**src/sata_pkg.sv**
```systemverilog
// ----------------------------------------------------------------------------
// sata_pkg
// Shared types, widths and constants of the seen-address table with aging.
// ----------------------------------------------------------------------------
package sata_pkg;

    localparam int TABLE_ENTRIES = 16;

    localparam int ADDR_W  = 48;
    localparam int TIME_W  = 32;
    localparam int UUID_W  = 16;
    localparam int CNT_W   = $clog2(TABLE_ENTRIES + 1);
    localparam int OUT_CNT_W = 5;

    localparam logic [TIME_W-1:0] FORGET_RESET = 32'd1200000;
    localparam logic [UUID_W-1:0] UUID_RESET   = 16'hfd6f;

    localparam logic [OUT_CNT_W-1:0] COUNT_MAX = 5'd31;
    localparam logic [OUT_CNT_W-1:0] LIVE_MAX  =
        (TABLE_ENTRIES > 31) ? 5'd31 : OUT_CNT_W'(TABLE_ENTRIES);

    typedef enum logic [2:0] {
        VERDICT_IGNORED = 3'd0,
        VERDICT_NEW     = 3'd1,
        VERDICT_AGAIN   = 3'd2,
        VERDICT_FULL    = 3'd3,
        VERDICT_SWEEP   = 3'd4
    } verdict_t;

    // what a token asks of each cell it passes
    typedef enum logic [1:0] {
        OP_PASS  = 2'd0,
        OP_LOOK  = 2'd1,
        OP_SWEEP = 2'd2
    } op_t;

    typedef enum logic {
        REG_FORGET = 1'b0,
        REG_UUID   = 1'b1
    } reg_index_t;

    typedef struct packed {
        logic              active;
        op_t               op;
        logic [ADDR_W-1:0] addr;
        logic [TIME_W-1:0] now;
        logic              hit;
        logic              free_found;
        logic [CNT_W-1:0]  removed;
        logic [CNT_W-1:0]  live;
    } token_t;

    function automatic logic [OUT_CNT_W-1:0] sat_count(input logic [CNT_W-1:0] v);
        logic [CNT_W+OUT_CNT_W-1:0] wide;
        wide = (CNT_W + OUT_CNT_W)'(v);
        if (wide > (CNT_W + OUT_CNT_W)'(COUNT_MAX)) begin
            return COUNT_MAX;
        end
        return wide[OUT_CNT_W-1:0];
    endfunction

endpackage

```
**src/sata_cell.sv**
```systemverilog
// ----------------------------------------------------------------------------
// sata_cell
// One table slot: holds address, last-seen time and valid bit, and updates a
// passing token with its own contribution before handing it on.
// ----------------------------------------------------------------------------
module sata_cell (
    input  logic                          aclk,
    input  logic                          aresetn,
    input  sata_pkg::token_t              tok_i,
    input  logic [sata_pkg::TIME_W-1:0]   forget_ms,
    input  logic                          commit_i,
    output sata_pkg::token_t              tok_o
);

    logic                          valid_reg, valid_next;
    logic                          cand_reg, cand_next;
    logic [sata_pkg::ADDR_W-1:0]   addr_reg, addr_next;
    logic [sata_pkg::TIME_W-1:0]   last_reg, last_next;
    sata_pkg::token_t              tok_reg, tok_next;
    logic [sata_pkg::TIME_W-1:0]   expiry;
    logic                          expired;

    // wraps modulo 2^32 by width
    assign expiry  = last_reg + forget_ms;
    assign expired = expiry < tok_i.now;

    always_comb begin
        tok_next   = tok_i;
        valid_next = valid_reg;
        cand_next  = cand_reg;
        addr_next  = addr_reg;
        last_next  = last_reg;

        // end of a report pass: the claimed free slot becomes live if asked
        if (commit_i) begin
            cand_next = 1'b0;
            if (cand_reg) begin
                valid_next = 1'b1;
            end
        end

        if (tok_i.active) begin
            case (tok_i.op)
                sata_pkg::OP_SWEEP: begin
                    if (valid_reg && expired) begin
                        valid_next       = 1'b0;
                        tok_next.removed = tok_i.removed + sata_pkg::CNT_W'(1);
                    end else if (valid_reg) begin
                        tok_next.live = tok_i.live + sata_pkg::CNT_W'(1);
                    end
                end
                sata_pkg::OP_LOOK: begin
                    if (valid_reg) begin
                        tok_next.live = tok_i.live + sata_pkg::CNT_W'(1);
                        if (addr_reg == tok_i.addr) begin
                            last_next    = tok_i.now;
                            tok_next.hit = 1'b1;
                        end
                    end else if (!tok_i.free_found) begin
                        // slot is free, so its payload may be written now
                        cand_next           = 1'b1;
                        tok_next.free_found = 1'b1;
                        addr_next           = tok_i.addr;
                        last_next           = tok_i.now;
                    end else begin
                        // a lower free slot took this pass, drop any older claim
                        cand_next = 1'b0;
                    end
                end
                sata_pkg::OP_PASS: begin
                    if (valid_reg) begin
                        tok_next.live = tok_i.live + sata_pkg::CNT_W'(1);
                    end
                end
                default: begin
                    tok_next = tok_i;
                end
            endcase
        end
    end

    always_ff @(posedge aclk) begin
        addr_reg <= addr_next;
        last_reg <= last_next;
        if (!aresetn) begin
            valid_reg      <= 1'b0;
            cand_reg       <= 1'b0;
            tok_reg.active <= 1'b0;
        end else begin
            valid_reg <= valid_next;
            cand_reg  <= cand_next;
            tok_reg   <= tok_next;
        end
    end

    assign tok_o = tok_reg;

endmodule

```
**src/seen_address_table_with_aging_top.sv**
```systemverilog
// ----------------------------------------------------------------------------
// seen_address_table_with_aging_top
// Table of device addresses with last-seen times, learning from reports and
// aging entries out on sweep requests.
// ----------------------------------------------------------------------------
// Each beat is handled by one token that walks a row of TABLE_ENTRIES slot
// cells, one cell per cycle, from the input token register to the output
// register, and the block takes one item at a time; the next input beat is
// taken as soon as the result has moved into the output register. A report
// that is new goes into the lowest free slot.

module seen_address_table_with_aging_top (
    input  logic          aclk,
    input  logic          aresetn,
    // configuration write port
    input  logic          cfg_wr_en,
    input  logic          cfg_index,
    input  logic [31:0]   cfg_wdata,
    // input beats
    input  logic          s_tvalid,
    output logic          s_tready,
    // device_address[47:0], uuid_present[48], service_uuid[64:49], now_ms[96:65]
    input  logic [103:0]  s_tdata,
    // req_type[0]
    input  logic          s_tuser,
    // result beats
    output logic          m_tvalid,
    input  logic          m_tready,
    // verdict[2:0], removed_count[7:3], live_count[12:8]
    output logic [15:0]   m_tdata
);

    localparam int N = sata_pkg::TABLE_ENTRIES;

    typedef enum logic [1:0] {
        S_IDLE,
        S_RUN,
        S_HOLD
    } state_t;

    state_t                             state_reg, state_next;
    logic [sata_pkg::TIME_W-1:0]        forget_reg;
    logic [sata_pkg::UUID_W-1:0]        uuid_reg;
    sata_pkg::token_t                   tok0_reg, tok0_next;
    logic                               m_tvalid_reg, m_tvalid_next;
    sata_pkg::verdict_t                 out_verdict_reg, out_verdict_next;
    logic [sata_pkg::OUT_CNT_W-1:0]     out_removed_reg, out_removed_next;
    logic [sata_pkg::OUT_CNT_W-1:0]     out_live_reg, out_live_next;
    sata_pkg::verdict_t                 pend_verdict_reg, pend_verdict_next;
    logic [sata_pkg::OUT_CNT_W-1:0]     pend_removed_reg, pend_removed_next;
    logic [sata_pkg::OUT_CNT_W-1:0]     pend_live_reg, pend_live_next;

    sata_pkg::token_t                   tok [N+1];
    sata_pkg::token_t                   tok_end;
    logic                               commit;
    sata_pkg::verdict_t                 exit_verdict;
    logic [sata_pkg::CNT_W-1:0]         exit_live;
    logic                               out_free;

    logic [sata_pkg::ADDR_W-1:0]        in_addr;
    logic                               in_present;
    logic [sata_pkg::UUID_W-1:0]        in_uuid;
    logic [sata_pkg::TIME_W-1:0]        in_now;
    sata_pkg::op_t                      in_op;

    assign in_addr    = s_tdata[47:0];
    assign in_present = s_tdata[48];
    assign in_uuid    = s_tdata[64:49];
    assign in_now     = s_tdata[96:65];

    always_comb begin
        if (s_tuser) begin
            in_op = sata_pkg::OP_SWEEP;
        end else if (in_present && (in_uuid == uuid_reg)) begin
            in_op = sata_pkg::OP_LOOK;
        end else begin
            in_op = sata_pkg::OP_PASS;
        end
    end

    // configuration registers
    always_ff @(posedge aclk) begin
        if (!aresetn) begin
            forget_reg <= sata_pkg::FORGET_RESET;
            uuid_reg   <= sata_pkg::UUID_RESET;
        end else if (cfg_wr_en) begin
            unique case (cfg_index)
                sata_pkg::REG_FORGET: forget_reg <= cfg_wdata;
                sata_pkg::REG_UUID:   uuid_reg   <= cfg_wdata[sata_pkg::UUID_W-1:0];
                default:              forget_reg <= forget_reg;
            endcase
        end
    end

    // row of slot cells
    assign tok[0] = tok0_reg;

    for (genvar i = 0; i < N; i++) begin : g_cell
        sata_cell u_cell (
            .aclk      (aclk),
            .aresetn   (aresetn),
            .tok_i     (tok[i]),
            .forget_ms (forget_reg),
            .commit_i  (commit),
            .tok_o     (tok[i+1])
        );
    end

    assign tok_end = tok[N];

    // result of the token leaving the last cell
    always_comb begin
        commit    = 1'b0;
        exit_live = tok_end.live;
        case (tok_end.op)
            sata_pkg::OP_SWEEP: exit_verdict = sata_pkg::VERDICT_SWEEP;
            sata_pkg::OP_LOOK: begin
                if (tok_end.hit) begin
                    exit_verdict = sata_pkg::VERDICT_AGAIN;
                end else if (tok_end.free_found) begin
                    exit_verdict = sata_pkg::VERDICT_NEW;
                    commit       = tok_end.active;
                    exit_live    = tok_end.live + sata_pkg::CNT_W'(1);
                end else begin
                    exit_verdict = sata_pkg::VERDICT_FULL;
                end
            end
            default: exit_verdict = sata_pkg::VERDICT_IGNORED;
        endcase
    end

    assign out_free = !m_tvalid_reg || m_tready;

    always_comb begin
        state_next        = state_reg;
        tok0_next         = tok0_reg;
        tok0_next.active  = 1'b0;
        m_tvalid_next     = m_tvalid_reg && !m_tready;
        out_verdict_next  = out_verdict_reg;
        out_removed_next  = out_removed_reg;
        out_live_next     = out_live_reg;
        pend_verdict_next = pend_verdict_reg;
        pend_removed_next = pend_removed_reg;
        pend_live_next    = pend_live_reg;

        unique case (state_reg)
            S_IDLE: begin
                if (s_tvalid) begin
                    tok0_next.active     = 1'b1;
                    tok0_next.op         = in_op;
                    tok0_next.addr       = in_addr;
                    tok0_next.now        = in_now;
                    tok0_next.hit        = 1'b0;
                    tok0_next.free_found = 1'b0;
                    tok0_next.removed    = '0;
                    tok0_next.live       = '0;
                    state_next           = S_RUN;
                end
            end
            S_RUN: begin
                if (tok_end.active) begin
                    if (out_free) begin
                        m_tvalid_next    = 1'b1;
                        out_verdict_next = exit_verdict;
                        out_removed_next = sata_pkg::sat_count(tok_end.removed);
                        out_live_next    = sata_pkg::sat_count(exit_live);
                        state_next       = S_IDLE;
                    end else begin
                        pend_verdict_next = exit_verdict;
                        pend_removed_next = sata_pkg::sat_count(tok_end.removed);
                        pend_live_next    = sata_pkg::sat_count(exit_live);
                        state_next        = S_HOLD;
                    end
                end
            end
            S_HOLD: begin
                if (out_free) begin
                    m_tvalid_next    = 1'b1;
                    out_verdict_next = pend_verdict_reg;
                    out_removed_next = pend_removed_reg;
                    out_live_next    = pend_live_reg;
                    state_next       = S_IDLE;
                end
            end
            default: state_next = S_IDLE;
        endcase
    end

    always_ff @(posedge aclk) begin
        tok0_reg.op         <= tok0_next.op;
        tok0_reg.addr       <= tok0_next.addr;
        tok0_reg.now        <= tok0_next.now;
        tok0_reg.hit        <= tok0_next.hit;
        tok0_reg.free_found <= tok0_next.free_found;
        tok0_reg.removed    <= tok0_next.removed;
        tok0_reg.live       <= tok0_next.live;
        out_verdict_reg     <= out_verdict_next;
        out_removed_reg     <= out_removed_next;
        out_live_reg        <= out_live_next;
        pend_verdict_reg    <= pend_verdict_next;
        pend_removed_reg    <= pend_removed_next;
        pend_live_reg       <= pend_live_next;
        if (!aresetn) begin
            state_reg       <= S_IDLE;
            tok0_reg.active <= 1'b0;
            m_tvalid_reg    <= 1'b0;
        end else begin
            state_reg       <= state_next;
            tok0_reg.active <= tok0_next.active;
            m_tvalid_reg    <= m_tvalid_next;
        end
    end

    assign s_tready = (state_reg == S_IDLE);
    assign m_tvalid = m_tvalid_reg;
    assign m_tdata  = {3'b000, out_live_reg, out_removed_reg, out_verdict_reg};

endmodule

```
**config.mk**
```make
export PLATFORM = sky130hd
export DESIGN_NAME = seen_address_table_with_aging_top
export DESIGN_NICKNAME = d
export VERILOG_FILES = /design/src/sata_pkg.sv /design/src/sata_cell.sv /design/src/seen_address_table_with_aging_top.sv
export SDC_FILE = /design/constraint.sdc
export NUM_CORES = 2
export LEC_CHECK = 0
export BUFFER_PORTS_ARGS = -buffer_cell sky130_fd_sc_hd__buf_2
export CORE_MARGIN = 2
export CORE_UTILIZATION = 59
export DETAILED_ROUTE_END_ITERATION = 6
export GPL_TIMING_DRIVEN = 1
export HOLD_SLACK_MARGIN = 0.15
export PLACE_DENSITY = 0.82
export SLEW_MARGIN = 20
export SYNTH_ARGS = -nofsm -noshare
export SYNTH_HDL_FRONTEND = slang
export SYNTH_SLANG_ARGS = --single-unit
```
**constraint.sdc**
```tcl
create_clock -name aclk -period 7.4 [get_ports aclk]
set_input_delay 0.74 -clock aclk [delete_from_list [all_inputs] [get_ports aclk]]
set_output_delay 0.74 -clock aclk [all_outputs]
set_load 0.005 [all_outputs]
```
==> impl_metrics.csv <==
group,metric,value,unit
sta,slew_viol_final,0,
power_and_ir_drop,combPwrFrac,7.5,%
critical_path,end_kind,"register",
logic_synthesis,synth_commonest_cells,"edfxtp_1 (2,792), ha_1 (1,025), inv_1 (812)",
critical_path,cp_max_fo,8,
power_and_ir_drop,irDropWorstVdd,0.000240,V
clock_network,cts_resized,0,
clock_network,htree_num_levels,5,
sta,post-route-min-period,6970,ps
finish,syn2layout_area_growth,12.3,%
route,num_vias,79621,
route,drc_errors,0,
placement,hpwl,203000,um
placement,globalplace.congestion,0.898,
logic_synthesis,yosysSeqAreaShare,63.6,%
logic_synthesis,syn_area_per_cell,13.9,um^2
grt,grt_pass1_wl,439000,um
critical_path,start_kind,"register",
logic_synthesis,yosysMostFrequentCell,"edfxtp_1",
clock_network,cts_tree,"yes",
power_and_ir_drop,swShare,22.3,%
route,wire_per_inst,20.7,um
sta,period_share,94.1,%
die,core-area,0.227,mm^2
logic_synthesis,synth_edf_count,2792,
route,met3_wirelength,12400,um
finish,largest_reg_flops,1420,
finish,seq_area,0.0858,mm^2
sta,hold_viol,0,
route,firstDrtPassIters,5,
grt,antenna_found_initial,1,
logic_synthesis,syn_inst,9714,
route,wl_met2,142000,um
route,dr.first_iter.drc_count,5658,
sta,grt_setup_unrepaired,"false",
finish,drive_above_1_share,7.75,%
power_and_ir_drop,finalPower,36600,uW
sta,fin_setup_tns,0,ps
logic_synthesis,synthTopCellsByArea,"edfxtp_1 (62%), ha_1 (9.5%), xnor2_1 (4.9%)",
sta,tightestPinTransition,1050,ps
die,die_x,482,um
route,ant_nets,0,
job,maxCapViolations,0,
outcome,outcome,"complete, no violations",
logic_synthesis,synth_area_leader_cell,"edfxtp_1",
sta,fmax,0.144,GHz
power_and_ir_drop,internal_power,28500,uW
logic_synthesis,synth_warnings,0,
power_and_ir_drop,p_switching,8160,uW
power_and_ir_drop,p_leak,0.0585,uW
clock_network,clk_pin_slew,70,ps
die,start_util,59.4,%
clock_network,cts_inserted_buffers,306,
finish,multiInputGateArea,0.0463,mm^2
die,io_pins,161,
logic_synthesis,async_reset_ff_share,0,%
critical_path,crit_required,8060,ps
logic_synthesis,synthesis.area,0.135,mm^2
logic_synthesis,synth_ff_type,"edfxtp_1",
grt,grt.overflow.total,0,
route,avgViaCountPerCell,5.86,
grt,first_global_vias,82555,
route,met1_length,111000,um
die,row_count,175,
clock_network,clock_sinks,2892,
die,dieArea,0.233,mm^2
clock_network,cts_root_buffer,"clkbuf_16",
logic_synthesis,synth_top_area_share,62.1,%
grt,grt_start_max_net_pins,166,
logic_synthesis,ys_ff_latch,2892,
min_path,hold_class,"in2reg",
grt,track_usage,24.1,%
clock_network,clk_latency,940,ps
logic_synthesis,synthDistinctLibCells,88,
critical_path,worstSetupPathType,"reg2reg",
critical_path,arrival,7630,ps
die,die_h,482,um
sta,relSlewSlack,29.4,%
power_and_ir_drop,pwr-share-clk,40.4,%
power_and_ir_drop,pwr-share-seq,52.1,%
power_and_ir_drop,powerDensity,242,mW/mm^2
sta,setup_violations,0,
placement,io_buffers,150,
route,top_layer,"met4",
route,finalWirelength,281000,um
sta,skew,74.3,ps
clock_network,clockBufferDepth,4,
finish,nets,11530,
finish,fillers,14815,
## per-layer routing
metal / up-vias / track usage [%]
met5: - / 0
met4: 0 / 12.4
met3: 736 / 2.92
met2: 2309 / 42.5
met1: 38821 / 29.1
li1: 37755 / -
## worst paths after layout
check,startpoint,to,slack [ps],cells after the start
worst max register to register,forget_reg[0],g_cell[11].u_cell.tok_o[1],430,25
worst min register to register,g_cell[15].u_cell.tok_o[8],pend_removed_reg[3],440,0
worst max-delay path,forget_reg[0],g_cell[11].u_cell.tok_o[1],430,25
worst min-delay path,m_tready,m_tvalid,250,4
## final cells by class
cell class                      instances  share of cell area (%)
Clock buffer                          378                    5.40
Clock inverter                        156                   0.964
Tap cell                             3009                    2.48
Timing Repair Buffer                  377                    2.05
Sequential cell                      2892                    56.6
Antenna cell                            2                 0.00330
Multi-Input combinational cell       5955                    30.5
Inverter                              814                    2.01
## kinds of logic (layout without fill, tap and decap cells)
| family | count (synthesis) | after routing | synth area share, % |
|---|---|---|---|
| compound gates | 1853 | 1853 | 9.11 |
| xor+xnor | 1215 | 1215 | 7.88 |
| fa+ha+maj | 1041 | 1041 | 9.73 |
| buf+inv | 869 | 1725 | 2.42 |
| flops | 2892 | 2892 | 63.6 |
| mux | 45 | 45 | 0.373 |
| other cells | 1 | 5 | 0.00278 |
| simple gates | 1798 | 1798 | 6.92 |
## critical path, cell delays in order, from the launching register on
cell and delay [ps]:
dfxtp_1 600, buf_4 280, buf_4 230, ha_1 200, inv_1 60, fa_1 410, nor2b_1 120, o21ai_0 100
a21oi_1 270, o31ai_1 180, a21oi_1 360, a31oi_1 240, a21oi_1 340, a21o_1 180, a21oi_1 80, xnor2_1 140
ha_1 300, nand4_1 130, nor4_1 430, o21ai_0 170, nand3_1 130, a311oi_1 90, o311a_1 390, a211oi_2 730
nand2_1 210, mux2_2 340
## power groups by stage
stage / Clock [uW] / Combinational, uW / Sequential, uW
after floorplan: 0 / 1820 / 19200
after global placement: 0 / 2550 / 19400
after detailed placement: 0 / 2670 / 19400
after CTS: 15000 / 2750 / 19100
after global routing: 15700 / 3090 / 19100
final: 14800 / 2770 / 19100
## timing repair
action | CTS | global route
setup buffers | 0 | 0
hold endpoints to repair | 126 | 0
hold buffers | 113 | 0
## per-stage QoR
step | hold WS, ps | cell area (um^2) | util, % | std cells | setup slack, ps
after floorplan | 422 | 135000 | - | 9716 | 1620
after global placement | 431 | 140000 | 61.8 | 12917 | 748
after detailed placement | 435 | 141000 | 61.8 | 12927 | 484
after CTS | 176 | 151000 | 66.6 | 13574 | 479
after global routing | 219 | 152000 | 66.7 | 13582 | 134
final | 250 | 152000 | 66.7 | 13583 | 434
## cell usage in the layout, fill, tap and decap left out, types with 123 or more instances in the layout
cell       count
nor2_1       348
nand4_1      242
nand2_1      348
a21oi_1      541
edfxtp_1    2792
buf_2        149
clkbuf_16    311
nor3_1       123
ha_1        1025
inv_1        812
xor2_1       463
o21ai_0      253
xnor2_1      752
a21o_1       351
nand3_1      152
Note: power is estimated with default switching activity, not from simulation.
